--- src/rtl/lfp_pkg.sv ---
// Shared types and constants of the length-prefixed frame parser.
`timescale 1ns / 1ps
`default_nettype none

package lfp_pkg;

  // Configuration register indexes
  localparam int unsigned CfgIdxW = 1;
  localparam logic [CfgIdxW-1:0] CfgMinLength = 1'b0;
  localparam logic [CfgIdxW-1:0] CfgMaxLength = 1'b1;

  localparam logic [31:0] MaxLengthReset = 32'd65536;

  // Length window, both bounds exclusive
  typedef struct packed {
    logic [31:0] min_length;
    logic [31:0] max_length;
  } lfp_cfg_t;

  // One result word
  typedef struct packed {
    logic [7:0]  cmd_type;
    logic [7:0]  cmd_number;
    logic [31:0] sequence_number;
    logic [7:0]  version;
    logic [31:0] payload_length;
    logic [7:0]  payload_byte;
    logic        frame_last;
    logic        length_error;
  } lfp_result_t;

endpackage

`default_nettype wire

--- src/rtl/length_prefixed_frame_parser_top.sv ---
// Top level of the length-prefixed frame parser.
//
//   channel  dir   handshake                payload
//   in       in    in_valid_i / in_ready_o  in_byte_i
//   out      out   out_valid_o / out_ready_i cmd_type_o .. length_error_o
//   cfg      in    cfg_we_i                 cfg_idx_i, cfg_wdata_i
//
// One byte per cycle sustained unless out_ready_i stalls the result register; a result
// word is offered once it has passed the input register, then the result register.
// Header bytes produce no word; payload bytes and length errors produce one.
// The length window is checked with two 32-bit compares ahead of the result register.
// Reset returns the parser to the command type byte and empties both registers.
// A stall on out_ready_i holds the result register and, once a byte waits in the
// input register, drops in_ready_o in the same cycle.
`timescale 1ns / 1ps
`default_nettype none

module length_prefixed_frame_parser_top (
  input  wire logic                       clk_i,
  input  wire logic                       rst_ni,
  input  wire logic                       in_valid_i,
  output logic                            in_ready_o,
  input  wire logic [7:0]                 in_byte_i,
  output logic                            out_valid_o,
  input  wire logic                       out_ready_i,
  output logic [7:0]                      cmd_type_o,
  output logic [7:0]                      cmd_number_o,
  output logic [31:0]                     sequence_number_o,
  output logic [7:0]                      version_o,
  output logic [31:0]                     payload_length_o,
  output logic [7:0]                      payload_byte_o,
  output logic                            frame_last_o,
  output logic                            length_error_o,
  input  wire logic                       cfg_we_i,
  input  wire logic [lfp_pkg::CfgIdxW-1:0] cfg_idx_i,
  input  wire logic [31:0]                cfg_wdata_i
);

  lfp_pkg::lfp_cfg_t    cfg_q;
  lfp_pkg::lfp_result_t res;
  lfp_pkg::lfp_result_t out_res;
  logic                 byte_valid;
  logic [7:0]           byte_q;
  logic                 out_free;
  logic                 step;
  logic                 res_valid;

  // Write configuration registers
  always_ff @(posedge clk_i or negedge rst_ni) begin
    if (!rst_ni) begin
      cfg_q.min_length <= '0;
      cfg_q.max_length <= lfp_pkg::MaxLengthReset;
    end else if (cfg_we_i) begin
      unique case (cfg_idx_i)
        lfp_pkg::CfgMinLength: cfg_q.min_length <= cfg_wdata_i;
        lfp_pkg::CfgMaxLength: cfg_q.max_length <= cfg_wdata_i;
        default: ;
      endcase
    end
  end

  // Consume a held byte whenever the result register can take a word
  assign step = byte_valid && out_free;

  lfp_in_stage u_in_stage (
    .clk_i      (clk_i),
    .rst_ni     (rst_ni),
    .in_valid_i (in_valid_i),
    .in_ready_o (in_ready_o),
    .in_byte_i  (in_byte_i),
    .take_i     (step),
    .valid_o    (byte_valid),
    .byte_o     (byte_q)
  );

  lfp_parser u_parser (
    .clk_i       (clk_i),
    .rst_ni      (rst_ni),
    .cfg_i       (cfg_q),
    .step_i      (step),
    .byte_i      (byte_q),
    .res_valid_o (res_valid),
    .res_o       (res)
  );

  lfp_out_stage u_out_stage (
    .clk_i       (clk_i),
    .rst_ni      (rst_ni),
    .load_i      (step && res_valid),
    .res_i       (res),
    .free_o      (out_free),
    .out_valid_o (out_valid_o),
    .out_ready_i (out_ready_i),
    .res_o       (out_res)
  );

  assign cmd_type_o        = out_res.cmd_type;
  assign cmd_number_o      = out_res.cmd_number;
  assign sequence_number_o = out_res.sequence_number;
  assign version_o         = out_res.version;
  assign payload_length_o  = out_res.payload_length;
  assign payload_byte_o    = out_res.payload_byte;
  assign frame_last_o      = out_res.frame_last;
  assign length_error_o    = out_res.length_error;

endmodule

`default_nettype wire

--- src/rtl/lfp_in_stage.sv ---
// Input register: holds one received byte until the parser takes it.
`timescale 1ns / 1ps
`default_nettype none

module lfp_in_stage (
  input  wire logic       clk_i,
  input  wire logic       rst_ni,
  input  wire logic       in_valid_i,
  output logic            in_ready_o,
  input  wire logic [7:0] in_byte_i,
  input  wire logic       take_i,
  output logic            valid_o,
  output logic [7:0]      byte_o
);

  logic       valid_q, valid_d;
  logic [7:0] byte_q;
  logic       load;

  // Accept a new word when empty or when the held word leaves this cycle
  assign in_ready_o = !valid_q || take_i;
  assign load       = in_valid_i && in_ready_o;
  assign valid_d    = load ? 1'b1 : (take_i ? 1'b0 : valid_q);

  always_ff @(posedge clk_i or negedge rst_ni) begin
    if (!rst_ni) begin
      valid_q <= 1'b0;
    end else begin
      valid_q <= valid_d;
    end
  end

  always_ff @(posedge clk_i) begin
    if (load) begin
      byte_q <= in_byte_i;
    end
  end

  assign valid_o = valid_q;
  assign byte_o  = byte_q;

  // A held byte that is not taken must stay put
  a_hold_untaken: assert property (@(posedge clk_i) disable iff (!rst_ni)
    valid_q && !take_i |=> valid_q && $stable(byte_q))
    else $error("input byte lost or changed while waiting");

endmodule

`default_nettype wire

--- src/rtl/lfp_parser.sv ---
// Header parser: tracks the phase, one result per payload byte or length error.
`timescale 1ns / 1ps
`default_nettype none

module lfp_parser (
  input  wire logic             clk_i,
  input  wire logic             rst_ni,
  input  wire lfp_pkg::lfp_cfg_t cfg_i,
  input  wire logic             step_i,
  input  wire logic [7:0]       byte_i,
  output logic                  res_valid_o,
  output lfp_pkg::lfp_result_t  res_o
);

  typedef enum logic [3:0] {
    PhType, PhNumber, PhSeq0, PhSeq1, PhSeq2, PhSeq3, PhVersion,
    PhLen0, PhLen1, PhLen2, PhLen3, PhPayload
  } phase_e;

  phase_e      phase_q, phase_d;
  logic [7:0]  type_q, type_d;
  logic [7:0]  number_q, number_d;
  logic [31:0] seq_q, seq_d;
  logic [7:0]  version_q, version_d;
  logic [31:0] len_q, len_d;
  logic [31:0] count_q, count_d;

  logic [31:0] len_full;
  logic [31:0] count_inc;
  logic        len_ok;
  logic        last;

  assign len_full  = {len_q[23:0], byte_i};
  assign len_ok    = (len_full > cfg_i.min_length) && (len_full < cfg_i.max_length);
  assign count_inc = count_q + 32'd1;
  assign last      = count_inc >= len_q;

  // Decode the current phase into next state and an optional result
  always_comb begin
    phase_d     = phase_q;
    type_d      = type_q;
    number_d    = number_q;
    seq_d       = seq_q;
    version_d   = version_q;
    len_d       = len_q;
    count_d     = count_q;
    res_valid_o = 1'b0;
    res_o.cmd_type        = type_q;
    res_o.cmd_number      = number_q;
    res_o.sequence_number = seq_q;
    res_o.version         = version_q;
    res_o.payload_length  = len_q;
    res_o.payload_byte    = byte_i;
    res_o.frame_last      = last;
    res_o.length_error    = 1'b0;
    unique case (phase_q)
      PhNumber: begin
        number_d = byte_i;
        phase_d  = PhSeq0;
      end
      PhSeq0: begin
        seq_d   = {seq_q[23:0], byte_i};
        phase_d = PhSeq1;
      end
      PhSeq1: begin
        seq_d   = {seq_q[23:0], byte_i};
        phase_d = PhSeq2;
      end
      PhSeq2: begin
        seq_d   = {seq_q[23:0], byte_i};
        phase_d = PhSeq3;
      end
      PhSeq3: begin
        seq_d   = {seq_q[23:0], byte_i};
        phase_d = PhVersion;
      end
      PhVersion: begin
        version_d = byte_i;
        phase_d   = PhLen0;
      end
      PhLen0: begin
        len_d   = len_full;
        phase_d = PhLen1;
      end
      PhLen1: begin
        len_d   = len_full;
        phase_d = PhLen2;
      end
      PhLen2: begin
        len_d   = len_full;
        phase_d = PhLen3;
      end
      PhLen3: begin
        if (len_ok) begin
          len_d   = len_full;
          count_d = '0;
          phase_d = PhPayload;
        end else begin
          // Drop the frame: one error word, then back to the header
          len_d                = '0;
          phase_d              = PhType;
          res_valid_o          = 1'b1;
          res_o.payload_length = '0;
          res_o.payload_byte   = '0;
          res_o.frame_last     = 1'b1;
          res_o.length_error   = 1'b1;
        end
      end
      PhPayload: begin
        res_valid_o = 1'b1;
        if (last) begin
          count_d = '0;
          phase_d = PhType;
        end else begin
          count_d = count_inc;
        end
      end
      default: begin
        type_d  = byte_i;
        seq_d   = '0;
        len_d   = '0;
        phase_d = PhNumber;
      end
    endcase
  end

  // Advance the parser state on each consumed byte
  always_ff @(posedge clk_i or negedge rst_ni) begin
    if (!rst_ni) begin
      phase_q   <= PhType;
      type_q    <= '0;
      number_q  <= '0;
      seq_q     <= '0;
      version_q <= '0;
      len_q     <= '0;
      count_q   <= '0;
    end else if (step_i) begin
      phase_q   <= phase_d;
      type_q    <= type_d;
      number_q  <= number_d;
      seq_q     <= seq_d;
      version_q <= version_d;
      len_q     <= len_d;
      count_q   <= count_d;
    end
  end

  // Inside a payload the count always trails the length
  a_count_below_len: assert property (@(posedge clk_i) disable iff (!rst_ni)
    phase_q == PhPayload |-> count_q < len_q)
    else $error("payload count reached frame length without leaving payload");

  // An accepted length leads into the payload
  a_len_to_payload: assert property (@(posedge clk_i) disable iff (!rst_ni)
    step_i && phase_q == PhLen3 && !res_valid_o |=> phase_q == PhPayload)
    else $error("accepted length did not enter payload");

  // A rejected length returns to the header start
  a_err_to_header: assert property (@(posedge clk_i) disable iff (!rst_ni)
    step_i && res_valid_o && res_o.length_error |=> phase_q == PhType)
    else $error("length error did not restart the header");

endmodule

`default_nettype wire

--- src/rtl/lfp_out_stage.sv ---
// Output register: holds one result word until the consumer takes it.
`timescale 1ns / 1ps
`default_nettype none

module lfp_out_stage (
  input  wire logic                 clk_i,
  input  wire logic                 rst_ni,
  input  wire logic                 load_i,
  input  wire lfp_pkg::lfp_result_t res_i,
  output logic                      free_o,
  output logic                      out_valid_o,
  input  wire logic                 out_ready_i,
  output lfp_pkg::lfp_result_t      res_o
);

  logic                 valid_q, valid_d;
  lfp_pkg::lfp_result_t res_q;

  // Free when empty or when the held word is taken this cycle
  assign free_o  = !valid_q || out_ready_i;
  assign valid_d = load_i ? 1'b1 : (out_ready_i ? 1'b0 : valid_q);

  always_ff @(posedge clk_i or negedge rst_ni) begin
    if (!rst_ni) begin
      valid_q <= 1'b0;
    end else begin
      valid_q <= valid_d;
    end
  end

  always_ff @(posedge clk_i) begin
    if (load_i) begin
      res_q <= res_i;
    end
  end

  assign out_valid_o = valid_q;
  assign res_o       = res_q;

endmodule

`default_nettype wire

--- config.mk ---
export PLATFORM = sky130hd
export DESIGN_NAME = length_prefixed_frame_parser_top
export DESIGN_NICKNAME = d
export VERILOG_FILES = /design/src/rtl/lfp_pkg.sv /design/src/rtl/length_prefixed_frame_parser_top.sv /design/src/rtl/lfp_in_stage.sv /design/src/rtl/lfp_parser.sv /design/src/rtl/lfp_out_stage.sv
export SDC_FILE = /design/constraint.sdc
export NUM_CORES = 1
export LEC_CHECK = 0
export ABC_AREA = 1
export BUFFER_PORTS_ARGS = -buffer_cell sky130_fd_sc_hd__buf_2
export CORE_MARGIN = 10
export CORE_UTILIZATION = 53
export CTS_CLUSTER_DIAMETER = 150
export CTS_CLUSTER_SIZE = 24
export DETAILED_ROUTE_END_ITERATION = 16
export PLACE_DENSITY = 0.82
export SYNTH_ARGS = -nofsm -noshare
export SYNTH_HDL_FRONTEND = slang
export SYNTH_SLANG_ARGS = --single-unit
export TNS_END_PERCENT = 10
--- constraint.sdc ---
create_clock -name clk_i -period 6 [get_ports clk_i]
set_clock_uncertainty 0.15 [all_clocks]
set_input_delay 0.3 -clock clk_i [delete_from_list [all_inputs] [get_ports clk_i]]
set_output_delay 0.3 -clock clk_i [all_outputs]
set_load 0.01 [all_outputs]
==> results.json <==
{
  "syn2layout_area_growth_pct": 12.5,
  "pwr-share-comb": 0.188,
  "grt_pass1_vias": 10800,
  "endpoint_kind": "flip-flop",
  "synth-edff-count": 106,
  "synth_top_area_cell": "dfrtp_1",
  "finalSetupTns_ps": 0,
  "vdd_drop_max_mv": 0.248,
  "crit_path_max_incr_delay_ps": 490,
  "ff2ff_setup_slack_ps": 1950,
  "dieHeight_um": 185,
  "hp-class": "in2async",
  "worstSetupPathType": "reg2reg",
  "worstPathRequired_ps": 6300,
  "antenna_cells": 0,
  "swShare": 0.308,
  "avgSynthCellArea_um2": 9.28,
  "drt_first_iter_violations": 1088,
  "worst-path-max-fanout": 21,
  "critPathLaunchType": "flip-flop",
  "die_x_um": 185,
  "routed_wirelength_um": 35700,
  "cts.clk_slew.worst_paths_ps": 100,
  "layout_commonest_cell": "nand2_1",
  "drcViolationCount": 0,
  "clock_latency_ps": 510,
  "fin_ws_ps": 1950,
  "clk_path_buf_depth": 3,
  "synth_area_mm2": 0.0145,
  "grt_usage": 0.208,
  "slew_headroom": 0.229,
  "wire_per_inst_um": 17.2,
  "path_cells": "nand3_1 > inv_1 > nand2_1 > nor2_1 > xor2_1 > ha_1 > nand2_1 > o21ai_0 > a21oi_1 > nand2_1 > nand2_1 > nand3_2 > nor2_2 > buf_4 > nand4_1 > nand2_1",
  "crit_top_cell": "nand2_1",
  "crit_buf_inv": 2,
  "min_period_over_period": 0.674,
  "cts_buffers": 16,
  "first_pass_iters": 5,
  "cts.sinks": 296,
  "die_area_mm2": 0.0343,
  "rows": 60,
  "yosysSeqAreaShare": 0.549,
  "ys.flop_type": "dfrtp_1",
  "critPathTopFamily": "simple AND/OR/NAND/NOR gates",
  "setup_viol": 0,
  "h-tree-depth": 1,
  "whs_ps": 132,
  "fmax_ghz": 0.247,
  "gr-total-overflow": 0,
  "cap_violations": 0,
  "grt_pass1_wl_um": 57100,
  "synth.area.top_cells": "dfrtp_1 33%, edfxtp_1 22%, nand2_1 10%",
  "drive_gt1_frac": 0.121,
  "antenna_found_initial": 0,
  "rsz0062_at_grt": "no",
  "core_mm2": 0.0269,
  "initial_core_util": 0.538,
  "critPathSlowestCell": "dfrtp_1",
  "reg2reg_to": "u_parser.count_q[12]",
  "syn_inst": 1560,
  "grt_max_degree": 93,
  "place_area_mm2": 0.0154,
  "root_buffer": "clkbuf_16",
  "gp_congestion": 1.04,
  "num-fill-cells": 2228,
  "nNetsFinal": 1864,
  "status": "finished clean",
  "stdcell_area_mm2": 0.0163,
  "p_switching_mw": 1.42,
  "dp_hpwl_um": 26000,
  "clockPowerShare": 0.257,
  "ff2ff_path_depth": 16,
  "p_per_area_mw_per_mm2": 284,
  "ys_seq_elements": 296,
  "cts_tree": "built",
  "yosysWarnings": 0,
  "hold_viol_final": 0,
  "drv_slew": 0,
  "port_buffers": 145,
  "vias": 11200,
  "synthArstFlopShare": 0.642,
  "vias_per_cell": 5.38,
  "ant_nets": 0,
  "syn-num-nets": 1702,
  "synthDistinctLibCells": 42,
  "p_int_mw": 3.19,
  "io_pins": 146,
  "arrival_ps": 4350,
  "finalCriticalPeriod_ps": 4050,
  "worst_slew_pin_slew_ps": 1160,
  "seqPwrFrac": 0.555,
  "worstReg2RegStart": "u_parser.count_q[2]",
  "pre_cts_ws_ps": 2170,
  "netlist.area_leader.share": 0.327,
  "layout_common_cells": "391 x nand2_1, 217 x inv_1, 189 x dfrtp_1",
  "leakagePower_nw": 7.87
}
[layout make-up]
cell class / count / area (um2) / area share
flip-flops and latches: 296 / 7940 / 0.488
multi-input cells: 987 / 5360 / 0.329
repair buffers: 196 / 1220 / 0.0751
inverters: 225 / 850 / 0.0522
clock buffers: 27 / 463 / 0.0284
well taps: 341 / 427 / 0.0262
clock inverters: 1 / 16.3 / 0.000999
[synth_stat cells, types with 2 or more instances]
cell type	count
o21ai_0	130
nand2_2	3
nand2_1	393
inv_2	6
buf_6	13
o21ai_1	7
inv_1	218
clkbuf_1	20
buf_2	9
nor3_1	6
nand3_1	77
o21bai_1	3
nand3b_1	5
nand3_2	8
nor3_2	2
a21oi_1	43
nor2_1	123
o21a_1	4
nor2_4	3
nor2_2	2
edfxtp_1	106
a21o_1	3
clkbuf_2	3
o22ai_1	2
nand4_1	44
xor2_1	14
ha_1	96
dfrtp_1	189
xnor2_1	6
buf_4	7
nand2_4	2
nor3_4	3
[what timing repair did]
action                    in CTS  in global routing
resized for setup              0                  0
hold buffers                  43                  0
buffers inserted               0                  0
hold endpoints to repair     122                  0
[per-stage QoR]
step | instances | total power, mW | utilization
2_1_floorplan | 1560 | 3.17 | -
3_3_place_gp | 2002 | 3.39 | 0.572
3_5_place_dp | 2002 | 3.44 | 0.572
4_1_cts | 2073 | 4.63 | 0.606
5_1_grt | 2073 | 4.86 | 0.606
6_report | 2073 | 4.62 | 0.606
[worst register-to-register path, delay by kind of cell (launching register included)]
| family | cells | cell delay [ps] |
|---|---|---|
| flip-flops | 1 | 490 |
| AO/OA/AOI/OAI | 2 | 300 |
| XOR/XNOR | 1 | 270 |
| adder cells (fa/ha/maj) | 1 | 290 |
| buffers and inverters | 2 | 520 |
| AND/OR/NAND/NOR | 10 | 2010 |
[logic make-up after synthesis]
kind of cell,synth area share
XOR/XNOR,0.0121
adder cells (fa/ha/maj),0.0830
buffers and inverters,0.0816
AND/OR/NAND/NOR,0.202
flip-flops,0.549
AO/OA/AOI/OAI,0.0725
[per-layer routing]
| layer | vias up | global-route usage | wire length [um] |
|---|---|---|---|
| li1 | 5378 | - | - |
| met1 | 5309 | 0.280 | 15300 |
| met2 | 403 | 0.331 | 16600 |
| met3 | 65 | 0.0413 | 2740 |
| met4 | 0 | 0.0650 | 1060 |
| met5 | - | 0 | 0 |
[power by group through the flow]
stage | logic (mW) | registers, mW | clock network (mW)
final | 0.870 | 2.56 | 1.19
after CTS | 0.871 | 2.56 | 1.20
after global placement | 0.807 | 2.58 | 0
after detailed placement | 0.841 | 2.60 | 0
after floorplan | 0.650 | 2.52 | 0
after global routing | 0.998 | 2.59 | 1.27
[state kept, by name (all words and copies together) (netlist names), 4 cells and up]
register and flops:
u_out_stage.res_o 98, u_parser.count_q 32, u_parser.type_q 8, u_parser.number_q 8, u_parser.seq_q 32, u_parser.phase_q 4
u_parser.version_q 8, u_in_stage.byte_o 8, u_parser.len_q 32, cfg_q 64
[how the worst max path moves through the flow]
| stage | start | endpoint | slack [ps] | depth (start not counted) |
|---|---|---|---|---|
| 2_1_floorplan | u_parser.len_q[23] | u_out_stage.res_o[0] | 2050 | 8 |
| 3_3_place_gp | u_parser.count_q[2] | u_parser.count_q[10] | 2220 | 16 |
| 3_5_place_dp | u_parser.count_q[2] | u_parser.count_q[6] | 2170 | 16 |
| 4_1_cts | u_parser.count_q[2] | u_parser.count_q[12] | 2100 | 16 |
| 5_1_grt | u_parser.count_q[2] | u_parser.count_q[21] | 1670 | 16 |
| 6_report | u_parser.count_q[2] | u_parser.count_q[12] | 1950 | 16 |
Power figures use the tool's default switching activity.
